**src/tqsa_pkg.sv**
```systemverilog
// Shared types and codes for the two-queue shared store block.
// No dependencies; imported by every module of the block.
`timescale 1ns / 1ps

package tqsa_pkg;

	localparam int DATA_W    = 32;
	localparam int DEPTH_DEF = 16;

	typedef logic [1:0]        op_t;
	typedef logic [1:0]        stat_t;
	typedef logic [DATA_W-1:0] word_t;

	localparam op_t OP_ENQ_ONE = 2'd0;
	localparam op_t OP_ENQ_TWO = 2'd1;
	localparam op_t OP_DEQ_ONE = 2'd2;
	localparam op_t OP_DEQ_TWO = 2'd3;

	localparam stat_t ST_DONE  = 2'd0;
	localparam stat_t ST_FULL  = 2'd1;
	localparam stat_t ST_EMPTY = 2'd2;

	localparam word_t WORD_NEG_ONE = '1;

	// controller -> datapath
	typedef struct packed {
		logic take;      // request accepted this cycle
		logic out_item;  // load result regs from the enqueue result
		logic out_read;  // load result regs from the store read
	} cmd_t;

	// datapath -> controller
	typedef struct packed {
		logic is_deq;    // incoming request is a dequeue
	} dp_sts_t;

endpackage

```
**src/two_queues_shared_array.sv**
```systemverilog
// Two queues sharing one word store: queue one grows up from entry 0, queue two
// grows down from the top entry.
//
// Input channel (in_valid / in_stall): operation and data_in form one request;
// it is taken at a clock edge with in_valid high and in_stall low. Operations
// are enqueue one, enqueue two, dequeue one, dequeue two.
// Output channel (out_valid / out_stall): one result per request with
// data_out, status (done, full, empty) and the queue and store flags after the
// request. A stalled result holds its value until taken.
//
// An enqueue result is valid the cycle after it is taken; a dequeue result
// passes through the registered read port of the word store, then the result regs.
// Throughput: one enqueue per cycle while no result is stalled; after a dequeue
// in_stall is high in the store read wait state. A new request is taken while
// the previous result is being taken on the output; while a result is stalled,
// in_stall stays high. Space is reclaimed only when a queue drains fully.
// Reset (arst_n low) empties both queues at once; no clearing pass is needed,
// entries are only read after they were written.
// Depends on tqsa_pkg, tqsa_ctrl and tqsa_dpath.
`timescale 1ns / 1ps

module two_queues_shared_array #(
	parameter int DEPTH = tqsa_pkg::DEPTH_DEF
) (
	input  logic            clk,
	input  logic            arst_n,
	input  logic            in_valid,
	output logic            in_stall,
	input  tqsa_pkg::op_t   operation,
	input  tqsa_pkg::word_t data_in,
	output logic            out_valid,
	input  logic            out_stall,
	output tqsa_pkg::word_t data_out,
	output tqsa_pkg::stat_t status,
	output logic            first_empty,
	output logic            second_empty,
	output logic            store_full
);
	import tqsa_pkg::*;

	cmd_t    cmd;
	dp_sts_t dp_sts;

	tqsa_ctrl u_ctrl (
		.clk      (clk),
		.arst_n   (arst_n),
		.in_valid (in_valid),
		.in_stall (in_stall),
		.out_valid(out_valid),
		.out_stall(out_stall),
		.dp_sts   (dp_sts),
		.cmd      (cmd)
	);

	tqsa_dpath #(
		.DEPTH(DEPTH)
	) u_dpath (
		.clk         (clk),
		.arst_n      (arst_n),
		.cmd         (cmd),
		.dp_sts      (dp_sts),
		.operation   (operation),
		.data_in     (data_in),
		.data_out    (data_out),
		.status      (status),
		.first_empty (first_empty),
		.second_empty(second_empty),
		.store_full  (store_full)
	);

endmodule

```
**src/tqsa_ctrl.sv**
```systemverilog
// Controller for the two-queue shared store: request handshake, read wait state
// and result valid. Depends on tqsa_pkg.
`timescale 1ns / 1ps

module tqsa_ctrl (
	input  logic             clk,
	input  logic             arst_n,
	input  logic             in_valid,
	output logic             in_stall,
	output logic             out_valid,
	input  logic             out_stall,
	input  tqsa_pkg::dp_sts_t dp_sts,
	output tqsa_pkg::cmd_t   cmd
);
	import tqsa_pkg::*;

	localparam logic S_IDLE = 1'b0;
	localparam logic S_READ = 1'b1;

	logic state_q;
	logic out_valid_q;
	logic take;

	// the result slot is free when empty or draining this cycle
	assign in_stall = (state_q == S_READ) || (out_valid_q && out_stall);
	assign take     = in_valid && !in_stall;

	always_comb begin
		cmd.take     = take;
		cmd.out_item = take && !dp_sts.is_deq;
		cmd.out_read = (state_q == S_READ);
	end

	always_ff @(posedge clk or negedge arst_n) begin
		if (!arst_n) begin
			state_q <= S_IDLE;
		end else begin
			unique case (state_q)
				S_IDLE: begin
					if (take && dp_sts.is_deq)
						state_q <= S_READ;
				end
				S_READ: begin
					state_q <= S_IDLE;
				end
				default: begin
					state_q <= S_IDLE;
				end
			endcase
		end
	end

	always_ff @(posedge clk or negedge arst_n) begin
		if (!arst_n) begin
			out_valid_q <= 1'b0;
		end else if (cmd.out_item || cmd.out_read) begin
			out_valid_q <= 1'b1;
		end else if (!out_stall) begin
			out_valid_q <= 1'b0;
		end
	end

	assign out_valid = out_valid_q;

	a_read_one_cycle: assert property (@(posedge clk) disable iff (!arst_n)
		state_q == S_READ |=> state_q == S_IDLE)
		else $error("read wait state held longer than one cycle");

	a_deq_goes_read: assert property (@(posedge clk) disable iff (!arst_n)
		take && dp_sts.is_deq |=> cmd.out_read)
		else $error("dequeue did not load its result next cycle");

	a_no_overwrite: assert property (@(posedge clk) disable iff (!arst_n)
		cmd.out_read |-> !out_valid_q)
		else $error("store read result overwrote a pending result");

endmodule

```
**src/tqsa_dpath.sv**
```systemverilog
// Datapath for the two-queue shared store: pointers, word store, result regs.
// Depends on tqsa_pkg; driven by tqsa_ctrl commands.
`timescale 1ns / 1ps

module tqsa_dpath #(
	parameter int DEPTH = tqsa_pkg::DEPTH_DEF
) (
	input  logic              clk,
	input  logic              arst_n,
	input  tqsa_pkg::cmd_t    cmd,
	output tqsa_pkg::dp_sts_t dp_sts,
	input  tqsa_pkg::op_t     operation,
	input  tqsa_pkg::word_t   data_in,
	output tqsa_pkg::word_t   data_out,
	output tqsa_pkg::stat_t   status,
	output logic              first_empty,
	output logic              second_empty,
	output logic              store_full
);
	import tqsa_pkg::*;

	localparam int AW = (DEPTH > 1) ? $clog2(DEPTH) : 1;
	localparam int CW = $clog2(DEPTH + 1);
	localparam logic [CW-1:0] TOP     = CW'(DEPTH);
	localparam logic [AW-1:0] TOP_IDX = AW'(DEPTH - 1);

	// t1_q = tail_one + 1, t2_q = tail_two; heads are plain indexes
	logic [CW-1:0] t1_q, t2_q;
	logic [AW-1:0] h1_q, h2_q;

	logic [CW-1:0] t1_d, t2_d, t2_dec;
	logic [AW-1:0] h1_d, h2_d;
	logic          e1, e2, full;
	stat_t         st_c;
	logic          we, re;
	logic [AW-1:0] waddr, raddr;

	word_t mem [DEPTH];
	word_t rd_q;

	stat_t pend_st_q;
	logic  pend_e1_q, pend_e2_q, pend_full_q;

	word_t data_out_q;
	stat_t status_q;
	logic  e1_out_q, e2_out_q, full_out_q;

	assign e1     = (t1_q == '0);
	assign e2     = (t2_q == TOP);
	assign full   = (t1_q == t2_q);
	assign t2_dec = t2_q - CW'(1);

	assign dp_sts.is_deq = (operation == OP_DEQ_ONE) || (operation == OP_DEQ_TWO);

	always_comb begin
		t1_d  = t1_q;
		t2_d  = t2_q;
		h1_d  = h1_q;
		h2_d  = h2_q;
		st_c  = ST_DONE;
		we    = 1'b0;
		re    = 1'b0;
		waddr = t1_q[AW-1:0];
		raddr = h1_q;
		case (operation)
			OP_ENQ_ONE: begin
				if (full) begin
					st_c = ST_FULL;
				end else begin
					we   = 1'b1;
					t1_d = t1_q + CW'(1);
					if (e1)
						h1_d = '0;
				end
			end
			OP_ENQ_TWO: begin
				waddr = t2_dec[AW-1:0];
				if (full) begin
					st_c = ST_FULL;
				end else begin
					we   = 1'b1;
					t2_d = t2_dec;
					if (e2)
						h2_d = TOP_IDX;
				end
			end
			OP_DEQ_ONE: begin
				if (e1) begin
					st_c = ST_EMPTY;
				end else begin
					re = 1'b1;
					if (CW'(h1_q) == t1_q - CW'(1))
						t1_d = '0;
					else
						h1_d = h1_q + AW'(1);
				end
			end
			default: begin
				raddr = h2_q;
				if (e2) begin
					st_c = ST_EMPTY;
				end else begin
					re = 1'b1;
					if (CW'(h2_q) == t2_q)
						t2_d = TOP;
					else
						h2_d = h2_q - AW'(1);
				end
			end
		endcase
	end

	always_ff @(posedge clk or negedge arst_n) begin
		if (!arst_n) begin
			t1_q <= '0;
			t2_q <= TOP;
			h1_q <= '0;
			h2_q <= TOP_IDX;
		end else if (cmd.take) begin
			t1_q <= t1_d;
			t2_q <= t2_d;
			h1_q <= h1_d;
			h2_q <= h2_d;
		end
	end

	always_ff @(posedge clk) begin
		if (cmd.take && we)
			mem[waddr] <= data_in;
		if (cmd.take && re)
			rd_q <= mem[raddr];
	end

	// flags after the request, held for the read cycle of a dequeue
	always_ff @(posedge clk) begin
		if (cmd.take) begin
			pend_st_q   <= st_c;
			pend_e1_q   <= (t1_d == '0);
			pend_e2_q   <= (t2_d == TOP);
			pend_full_q <= (t1_d == t2_d);
		end
	end

	always_ff @(posedge clk) begin
		if (cmd.out_item) begin
			data_out_q <= '0;
			status_q   <= st_c;
			e1_out_q   <= (t1_d == '0);
			e2_out_q   <= (t2_d == TOP);
			full_out_q <= (t1_d == t2_d);
		end else if (cmd.out_read) begin
			data_out_q <= (pend_st_q == ST_EMPTY) ? WORD_NEG_ONE : rd_q;
			status_q   <= pend_st_q;
			e1_out_q   <= pend_e1_q;
			e2_out_q   <= pend_e2_q;
			full_out_q <= pend_full_q;
		end
	end

	assign data_out     = data_out_q;
	assign status       = status_q;
	assign first_empty  = e1_out_q;
	assign second_empty = e2_out_q;
	assign store_full   = full_out_q;

	a_tails_ordered: assert property (@(posedge clk) disable iff (!arst_n)
		t1_q <= t2_q)
		else $error("queue tails crossed");

	a_head_one_in_queue: assert property (@(posedge clk) disable iff (!arst_n)
		!e1 |-> CW'(h1_q) < t1_q)
		else $error("queue one head beyond its tail");

	a_head_two_in_queue: assert property (@(posedge clk) disable iff (!arst_n)
		!e2 |-> CW'(h2_q) >= t2_q)
		else $error("queue two head beyond its tail");

endmodule

```
**config.mk**
```make
export PLATFORM = sky130hd
export DESIGN_NAME = two_queues_shared_array
export DESIGN_NICKNAME = d
export VERILOG_FILES = /design/src/tqsa_pkg.sv /design/src/two_queues_shared_array.sv /design/src/tqsa_ctrl.sv /design/src/tqsa_dpath.sv
export SDC_FILE = /design/constraint.sdc
export NUM_CORES = 1
export LEC_CHECK = 0
export ABC_AREA = 1
export BUFFER_PORTS_ARGS = -buffer_cell sky130_fd_sc_hd__buf_2
export CAP_MARGIN = 20
export CORE_ASPECT_RATIO = 0.5
export CORE_UTILIZATION = 35
export DETAILED_ROUTE_END_ITERATION = 8
export PLACE_DENSITY = 0.53
export SLEW_MARGIN = 5
export SYNTH_ARGS = -nofsm -noshare
export SYNTH_HDL_FRONTEND = slang
export SYNTH_SLANG_ARGS = --single-unit
```
**constraint.sdc**
```tcl
create_clock -name clk -period 4.1 [get_ports clk]
set_input_delay 0.82 -clock clk [delete_from_list [all_inputs] [get_ports clk]]
set_output_delay 0.82 -clock clk [all_outputs]
set_load 0.005 [all_outputs]
```
==> flow_summary.yaml, run 1 <==
status:
  status: "finished, final reports clean"
sta:
  finalCritPeriodShare_pct: 74.4
  maxClockFrequency_ghz: 0.328
  fin_crit_ns: 3.05
  rsz0062_at_grt: "no"
  fin_skew_ns: 0.0363
  timing.slew.headroom_pct: 47.6
  worst_pin_slew_ns: 0.786
  setup_tns_ns: 0
  finalHoldViolations: 0
  slew_viol_final: 0
  setup_violations: 0
placement:
  place_inst: 2807
  gp_congestion: 0.849
  dp_hpwl_um: 35800
  placement.io_buffers: 76
pwr:
  sequentialPowerShare_pct: 43.0
  pwr-share-comb_pct: 27.9
  max-vdd-ir-drop_uv: 355
  p_clk_share_pct: 29.1
  power.density_mw_per_mm2: 631
  intPower_w: 0.0115
  p_switching_w: 0.00601
  swShare_pct: 34.3
  power_leakage_nw: 9.36
critical_path:
  cp-start-kind: "flop"
  critPathRequiredTime_ns: 4.35
  r2r_slack_ns: 1.05
  cp-end-kind: "flop"
  r2r_cells: 8
  reg2reg_to: "u_dpath.mem[5][17]"
  timing.rr.start: "u_ctrl.state_q"
  crit_type: "flop to flop"
  path_max_fanout: 25
  cp.arrival_ns: 3.30
cts:
  cts.sinks: 606
  postCtsSetupRepairBufs: 0
  cts_tree: "built"
  h-tree-depth: 2
  clk_pin_slew_ns: 0.07
  clkLatencyLatePin_ns: 0.63
  cts-root-buf: "clkbuf_16"
  cts_buffer_depth: 3
  cts_hold_buf: 0
  cts_resized: 0
  numCtsBuffers: 56
detailed_routing:
  wl_per_cell_um: 22.3
  drc: 0
  via_per_inst: 5.36
  drt-total-wl_um: 65000
  ant_nets: 0
  drtIter0Drc: 1522
  vias: 15600
  drtPass1Iterations: 5
flow_run:
  drv_cap: 0
finish:
  n_fill_cell: 6285
  final_common_cell: "edfxtp_1"
  regArea_mm2: 0.0178
  final_cells: 2912
  fin_nets: 2012
  final_cell_mix: "edfxtp_1 (554), o21ai_0 (299), nor2_1 (285)"
  final_layout_size_suffix_gt1_share_pct: 13.0
  area_delta_synth_final_pct: 14.7
  multi_input_area_mm2: 0.00574
floorplan:
  die_y_um: 188
  core_area_mm2: 0.0676
  dieArea_mm2: 0.0702
  ios: 77
  fp-row-count: 67
  fp.dieW_um: 374
  start_util_pct: 35.8
yosys:
  synth_top_area_share_pct: 68.9
  ys_warn_count: 0
  synth-edff-count: 554
  synth_area_mm2: 0.0242
  synth_flop_cell: "edfxtp_1"
  ys_seq_area_share_pct: 73.6
  syn-num-nets: 1949
  ys_seq_elements: 606
  synth_cells: 1906
  async_reset_ff_share_pct: 3.30
  syn_avg_cell_area_um2: 12.7
  synth.largest_area_cell: "edfxtp_1"
  synth.area.top_cells: "edfxtp_1 (69%), o21ai_0 (6.2%), nor2_1 (4.7%)"
  yosys.cell_types.count: 40
grt:
  gr-max-usage-layer: "met1"
  track_usage_pct: 18.3
  antenna_found_initial: 5
  use_met3_pct: 3.06
  grt_pass1_vias: 14700
  grt_overflow: 0
  grt_use_met1_pct: 28.2
  grt_max_degree: 141
  grt_pass1_wl_um: 97100
  grt_use_met2_pct: 26.9
hold_path:
  min_path_type: "input pin to async pin"
[power groups by stage]
stage | registers (W) | logic [W] | clock network, W
after floorplan | 0.00757 | 0.00321 | 0
after global placement | 0.00766 | 0.00484 | 0
after detailed placement | 0.00766 | 0.00488 | 0
after CTS | 0.00753 | 0.00489 | 0.00519
after global routing | 0.00756 | 0.00545 | 0.00542
final | 0.00753 | 0.00488 | 0.00509
[critical path, stage by stage (launching register included)]
cell     delay [ns]
dfrtp_1        0.37
inv_1          0.18
nand3_1        0.18
nor2_1         0.26
inv_1          0.09
nor2_1         0.42
nand3_1        0.46
nor2_4         0.22
buf_4          0.44
[worst max-delay path by stage]
stage | start | endpoint | slack [ns] | cells past startpoint
after detailed placement | operation[0] | u_dpath.mem[5][5] | 0.49 | 8
final | u_ctrl.state_q | u_dpath.mem[5][17] | 1.05 | 8
after floorplan | operation[0] | u_dpath.mem[11][0] | 0.41 | 8
after global routing | u_ctrl.state_q | u_dpath.mem[5][5] | 0.85 | 8
after global placement | operation[0] | u_dpath.mem[5][9] | 0.53 | 8
after CTS | u_ctrl.state_q | u_dpath.mem[5][11] | 1.01 | 8
[metrics by stage]
stage	instance area [um^2]	setup slack (ns)	utilization, %	hold slack (ns)	power, W
floorplan	24200	0.406	-	0.459	0.0108
global placement	25900	0.534	38.4	0.466	0.0125
detailed placement	25900	0.491	38.4	0.476	0.0125
CTS	27700	1.01	41.0	0.160	0.0176
global route	27700	0.849	41.0	0.190	0.0184
finish	27700	1.05	41.0	0.164	0.0175
[cells by family (layout without fill, tap and decap cells)]
kind of cell,Yosys count,in the layout,synth area share (%)
AOI/OAI and AO/OA,524,524,12.9
DFF,606,606,73.6
buffers and inverters,204,312,3.39
adders and majority gates,5,5,0.259
and+or+nand+nor,559,559,9.55
xor gates and xnor gates,8,8,0.290
other,0,1,0
[metal layers]
layer | up-vias | wire [um]
met5 | - | 32
met4 | 4 | 1110
met3 | 85 | 4000
met2 | 479 | 28300
met1 | 7863 | 31600
li1 | 7169 | -
[cells in the mapped netlist, types with 2 or more instances]
| library cell | number |
|---|---|
| dfstp_2 | 5 |
| ha_1 | 5 |
| nor2_1 | 301 |
| inv_2 | 9 |
| dfrtp_1 | 15 |
| buf_2 | 22 |
| inv_1 | 72 |
| dfxtp_1 | 32 |
| buf_1 | 2 |
| edfxtp_1 | 554 |
| nand2_1 | 155 |
| o22ai_1 | 30 |
| o21ai_0 | 299 |
| xnor2_1 | 2 |
| nand3_2 | 2 |
| clkbuf_1 | 90 |
| o211ai_1 | 30 |
| clkbuf_2 | 2 |
| nor2_4 | 3 |
| nor3_2 | 3 |
| xor2_1 | 6 |
| nand4_1 | 4 |
| a21oi_1 | 40 |
| o21ai_2 | 3 |
| o221ai_1 | 98 |
| buf_4 | 4 |
| o21ai_1 | 22 |
| clkinv_1 | 2 |
| nand3_1 | 78 |
| nand2_2 | 6 |
[cell type report]
class	count	area share (%)
multi-input cells	1096	20.7
clock buffers	79	5.66
diodes	1	0.00903
repair buffers	126	3.57
well taps	897	4.05
clock inverters	24	0.713
inverters	83	1.15
flip-flops and latches	606	64.1
[sequential cells by signal, indices dropped and copies added (netlist names)]
name and flops:
u_dpath.pend_st_q 2, u_dpath.store_full 1, u_dpath.pend_full_q 1, u_dpath.t1_q 5, u_dpath.data_out 32, u_dpath.pend_e2_q 1
u_dpath.rd_q 32, u_dpath.mem 512, u_dpath.pend_e1_q 1, u_ctrl.state_q 1, u_dpath.status 2, u_ctrl.out_valid 1
u_dpath.first_empty 1, u_dpath.t2_q 5, u_dpath.second_empty 1, u_dpath.h2_q 4, u_dpath.h1_q 4
No activity file was read; power rests on OpenSTA's default activity.
==> run 2: changes to the inputs <==
- ABC_AREA: 1 -> 0
- PLACE_DENSITY: 0.53 -> 0.55
- clock period: 4.1 -> 2.4 ns (I/O delays scaled with it)
==> flow_summary.yaml, run 2 <==
detailed_routing:
  drtPass1Iterations: 5
  via_per_inst: 5.24
  ant_nets: 0
  drc: 0
  drt-total-wl_um: 58300
  wl_per_cell_um: 23.6
  vias: 12900
  drtIter0Drc: 1003
sta:
  maxClockFrequency_ghz: 0.410
  timing.slew.headroom_pct: 60.7
  slew_viol_final: 0
  fin_crit_ns: 2.44
  fin_skew_ns: 0.0389
  finalCritPeriodShare_pct: 102
  setup_ws_ns: -0.0402
  worst_pin_slew_ns: 0.589
  finalHoldViolations: 0
  rsz0062_at_grt: "yes"
  setup_violations: 2
yosys:
  synth_area_mm2: 0.0239
  synth_flop_cell: "edfxtp_1"
  syn_avg_cell_area_um2: 18.7
  synth.area.top_cells: "edfxtp_1 (70%), mux4_2 (12%), dfxtp_1 (2.7%)"
  async_reset_ff_share_pct: 3.30
  synth_top_area_share_pct: 69.7
  ys_seq_area_share_pct: 74.5
  synth_cells: 1278
  synth.largest_area_cell: "edfxtp_1"
  ys_warn_count: 0
  ys_seq_elements: 606
  synth-edff-count: 554
  synth_common_cells: "edfxtp_1 (554), mux4_2 (128), nand2_1 (102)"
  yosys.cell_types.count: 64
  syn-num-nets: 1321
  yosysMostFrequentCell: "edfxtp_1"
grt:
  grt_use_met2_pct: 27.2
  grt_overflow: 0
  grt_use_met1_pct: 24.5
  grt_pass1_vias: 13300
  grt_max_degree: 43
  use_met3_pct: 2.48
  antenna_found_initial: 0
  track_usage_pct: 17.0
  gr-max-usage-layer: "met2"
  grt_pass1_wl_um: 87800
pwr:
  max-vdd-ir-drop_uv: 562
  swShare_pct: 28.2
  p_switching_w: 0.00889
  p_clk_share_pct: 29.7
  pwr-share-comb_pct: 29.7
  power_leakage_nw: 9.90
  power.density_mw_per_mm2: 1070
  intPower_w: 0.0226
  sequentialPowerShare_pct: 40.6
critical_path:
  path_max_fanout: 6
  cp.arrival_ns: 2.78
  cp-end-kind: "flop"
  cp-start-kind: "flop"
  r2r_cells: 9
  crit_type: "flop to flop"
  critPathRequiredTime_ns: 2.74
cts:
  cts_buffer_depth: 3
  cts-root-buf: "clkbuf_16"
  clk_pin_slew_ns: 0.06
  cts_tree: "built"
  clkLatencyLatePin_ns: 0.63
  numCtsBuffers: 55
  h-tree-depth: 2
  cts.sinks: 606
finish:
  largest_reg_flops: 512
  post-route-util_pct: 43.7
  top_register: "u_dpath.mem"
  final_layout_size_suffix_gt1_share_pct: 36.1
  final_common_cell: "edfxtp_1"
  diodes: 0
  final_cell_mix: "edfxtp_1 (554), buf_4 (141), mux4_2 (128)"
  area_delta_synth_final_pct: 23.0
  fin_nets: 1565
floorplan:
  dieArea_mm2: 0.0693
  start_util_pct: 35.5
  core_area_mm2: 0.0672
  fp-row-count: 67
  ios: 77
  fp.dieW_um: 371
  die_y_um: 187
hold_path:
  min_path_cells: 2
  min_path_type: "input pin to flop"
placement:
  pre_cts_slack_ns: -0.314
  gp_congestion: 0.823
  placement.io_buffers: 76
  dp_hpwl_um: 36000
flow_run:
  drv_cap: 0
status:
  status: "complete, but fails checks"
  violations: "negative setup slack"
==> run 2: cell count changes after synthesis, moves of 20 or more <==
cell,change
o21ai_0,-285
nor2_1,-241
mux4_2,+128
o221ai_1,-97
nand3_1,-69
inv_1,-58
clkbuf_1,-55
nand2_1,-53
a31oi_1,+37
a211oi_1,+36
a21oi_1,-32
and2_1,+32
o211ai_1,-26
o21ai_1,-20
==> run 2: per-stage QoR <==
step | area, um^2 | total power (W) | hold slack (ns) | instances | setup TNS [ns]
final | 29400 | 0.0315 | 0.185 | 2465 | -0.0581
after global routing | 29400 | 0.0328 | 0.164 | 2465 | -1.14
after CTS | 29100 | 0.0313 | 0.148 | 2454 | -0.175
after detailed placement | 27100 | 0.0218 | 0.476 | 2346 | -79.34
after global placement | 27100 | 0.0216 | 0.471 | 2346 | -73.61
after floorplan | 24200 | 0.0186 | 0.184 | 1278 | -1.89
==> run 2: cell type report <==
type,instances,area (um^2)
Inverter,15,56.3
Clock buffer,71,1490
Tap cell,897,1120
Multi-Input combinational cell,581,6100
Sequential cell,606,17800
Timing Repair Buffer,263,2350
Fill cell,5802,37900
Clock inverter,32,455
==> run 2: what timing repair did <==
| item | CTS | global route |
|---|---|---|
| endpoints found under the hold margin | 15 | 0 |
| pin swaps | 13 | 16 |
| gates cloned | 0 | 2 |
| setup buffers | 4 | 9 |
| setup endpoints to repair | 48 | 415 |
| resized for setup | 12 | 18 |
| hold buffers | 1 | 0 |
==> run 2: power by group through the flow <==
stage	clock network (W)	registers, W	logic (W)
after floorplan	0	0.0128	0.00581
after global placement	0	0.0130	0.00866
after detailed placement	0	0.0130	0.00881
after CTS	0.00956	0.0128	0.00900
after global routing	0.00993	0.0128	0.0101
final	0.00936	0.0128	0.00937
==> run 2: critical path, stage by stage (launching register included) <==
cell and delay [ns]:
dfrtp_2 0.49, buf_12 0.16, xnor2_4 0.23, nand4_4 0.20, nor4_2 0.34, a211oi_2 0.10
buf_4 0.16, and3_1 0.17, o211ai_1 0.24, o31ai_1 0.10
==> run 2: cells by family after synthesis <==
group	Yosys count	share of synthesized area, %
multiplexers	138	12.5
buffers and inverters	93	1.99
flip-flops	606	74.5
XOR/XNOR	23	0.970
AO/OA/AOI/OAI	161	4.73
adder cells (fa/ha/maj)	5	0.262
AND/OR/NAND/NOR	252	5.03
==> run 2: layer usage <==
metal | part of all wire (%) | wire, um
met5 | 0 | 0
met2 | 48 | 28000
met1 | 46 | 26700
met3 | 4.4 | 2550
met4 | 1.8 | 1050
==> run 2: final timing paths <==
check	from	to	slack [ns]
max in group asynchronous	arst_n	u_dpath.t2_q[1]	1.61
min in group asynchronous	arst_n	u_dpath.h1_q[0]	0.40
hold reg to reg	u_dpath.rd_q[9]	u_dpath.data_out[9]	0.49
setup reg to reg	u_dpath.t2_q[0]	u_dpath.store_full	-0.04
hold / removal	in_valid	u_ctrl.state_q	0.18
setup / recovery	u_dpath.t2_q[0]	u_dpath.store_full	-0.04
==> run 3: changes to the inputs <==
- CORE_ASPECT_RATIO: 0.5 -> default
- CORE_MARGIN: default -> 5
- SETUP_SLACK_MARGIN: default -> 0.2
==> flow_summary.yaml, run 3 (synthesis results as in run 2) <==
floorplan:
  ios: 77
  die_y_um: 271
  dieArea_mm2: 0.0735
  start_util_pct: 35.4
  fp-row-count: 95
  fp.dieW_um: 271
  core_area_mm2: 0.0674
grt:
  track_usage_pct: 16.1
  grt_overflow: 0
  grt_max_degree: 51
  grt_pass1_vias: 13400
  antenna_found_initial: 7
  grt_pass1_wl_um: 88300
critical_path:
  cp.arrival_ns: 2.85
  path_cells: "buf_4 -> xnor2_2 -> and4_4 -> buf_4 -> mux2i_1 -> o32ai_2 -> xnor2_1 -> o211ai_1 -> o31ai_1"
  cp_slowest_stage_delay_ns: 0.39
  critPathRequiredTime_ns: 2.81
  crit_type: "flop to flop"
  cp-start-kind: "flop"
  path_max_fanout: 10
  slowest_stage: "dfrtp_1"
  cp.buffers_inverters: 2
  cp_top_family: "compound AO/OA/AOI/OAI gates"
  cp-end-kind: "flop"
  cpMostUsedCell: "buf_4"
status:
  violations: "negative setup slack"
  status: "complete, but fails checks"
pwr:
  power_leakage_nw: 10.2
  p_clk_share_pct: 30.9
  swShare_pct: 28.2
  p_switching_w: 0.00906
  pwr-share-comb_pct: 29.3
  max-vdd-ir-drop_uv: 504
  sequentialPowerShare_pct: 39.8
  intPower_w: 0.0231
  power.density_mw_per_mm2: 1070
detailed_routing:
  drc: 0
  ant_nets: 0
  wl_per_cell_um: 24.3
  vias: 12900
  drtPass1Iterations: 5
  drt-total-wl_um: 60300
  via_per_inst: 5.21
  drtIter0Drc: 1006
sta:
  maxClockFrequency_ghz: 0.410
  setup_violations: 16
  worst_pin_slew_ns: 0.574
  finalHoldViolations: 0
  finalCritPeriodShare_pct: 102
  setup_ws_ns: -0.0389
  fin_skew_ns: 0.0202
  fin_crit_ns: 2.44
  rsz0062_at_grt: "yes"
  slew_viol_final: 0
  timing.slew.headroom_pct: 61.8
finish:
  top_register: "u_dpath.mem"
  fin_nets: 1596
  final_common_cell: "edfxtp_1"
  area_delta_synth_final_pct: 26.1
  largest_reg_flops: 512
  final_layout_size_suffix_gt1_share_pct: 37.2
  final_cell_mix: "edfxtp_1 (554), buf_4 (132), mux4_2 (128)"
  final_cells: 2483
cts:
  cts_tree: "built"
  cts.sinks: 606
  numCtsBuffers: 66
  clkLatencyLatePin_ns: 0.60
  cts-root-buf: "clkbuf_16"
  cts_buffer_depth: 3
  h-tree-depth: 3
  clk_pin_slew_ns: 0.06
flow_run:
  drv_cap: 0
hold_path:
  min_path_type: "input pin to flop"
placement:
  gp_congestion: 0.797
  pre_cts_slack_ns: -0.223
  dp_hpwl_um: 34800
  placement.io_buffers: 76
  place_inst: 2325
[run 3: changes by cell type in the layout (fill, tap and decap cells not counted), sizes merged]
cell / previous run / this run
diode: 0 / 3
bufbuf: 0 / 3
bufinv: 10 / 2
buf: 262 / 276
inv: 17 / 18
clkbuf: 71 / 100
and4: 4 / 3
nand4: 4 / 3
clkinvlp: 2 / 4
[run 3: worst paths after layout]
check | startpoint | to | slack [ns] | depth (start not counted)
setup / recovery | u_dpath.t1_q[0] | u_dpath.store_full | -0.04 | 9
hold / removal | in_valid | u_ctrl.state_q | 0.21 | 2
setup reg to reg | u_dpath.t1_q[0] | u_dpath.store_full | -0.04 | 9
hold reg to reg | u_dpath.rd_q[9] | u_dpath.data_out[9] | 0.49 | 2
max in group asynchronous | arst_n | u_dpath.h1_q[0] | 1.54 | 2
min in group asynchronous | arst_n | u_dpath.t1_q[2] | 0.43 | 2
[run 3: routing by layer]
layer / share of wire [%] / track usage, % / vias to the layer above / routed length (um)
met3: 4.5 / 2.80 / 88 / 2690
met2: 49 / 26.7 / 295 / 29500
met5: 0.070 / 0 / - / 42
met4: 2.0 / 4.45 / 8 / 1220
met1: 45 / 22.1 / 6816 / 26900
li1: - / - / 5729 / -
[run 3: through the flow]
step                      utilization [%]  total power (W)  setup TNS (ns)  area (um^2)  hold WS (ns)
final                                44.7           0.0321          -0.253        30100         0.214
after global routing                 44.7           0.0336           -2.45        30100         0.229
after detailed placement             40.4           0.0220          -60.70        27200         0.476
after floorplan                         -           0.0186           -2.62        24200         0.184
after global placement               40.4           0.0219          -50.11        27200         0.471
after CTS                            44.2           0.0322         -0.0752        29800         0.185
[run 3: area by class of cell]
type / count / area [um^2]
antenna: 3 / 7.51
clock buffer: 95 / 1900
clock inverter: 27 / 244
fill: 5689 / 37300
inverter: 15 / 56.3
multi-input combinational: 579 / 6030
sequential: 606 / 17800
tap: 873 / 1090
timing repair buffer: 285 / 2970
[run 3: what timing repair did]
action,in CTS,in global routing
buffers inserted,16,6
hold buffers,1,0
pin swaps,21,14
gates resized for setup,26,19
endpoints found under the hold margin,15,0
endpoints found under the setup margin,571,588
cloned,5,5
[run 3: power groups by stage]
stage / Combinational [W] / Clock, W / Sequential [W]
6_report: 0.00943 / 0.00993 / 0.0128
5_1_grt: 0.0102 / 0.0106 / 0.0128
4_1_cts: 0.00928 / 0.0102 / 0.0128
3_5_place_dp: 0.00899 / 0 / 0.0130
3_3_place_gp: 0.00891 / 0 / 0.0130
2_1_floorplan: 0.00581 / 0 / 0.0128
[run 3: worst register-to-register path: cells and delay by family (launching register included)]
family / cells / cell delay, ns
flip-flops: 1 / 0.39
AND/OR/NAND/NOR: 1 / 0.30
AO/OA/AOI/OAI: 3 / 0.55
XOR/XNOR: 2 / 0.48
multiplexers: 1 / 0.22
buffers and inverters: 2 / 0.33
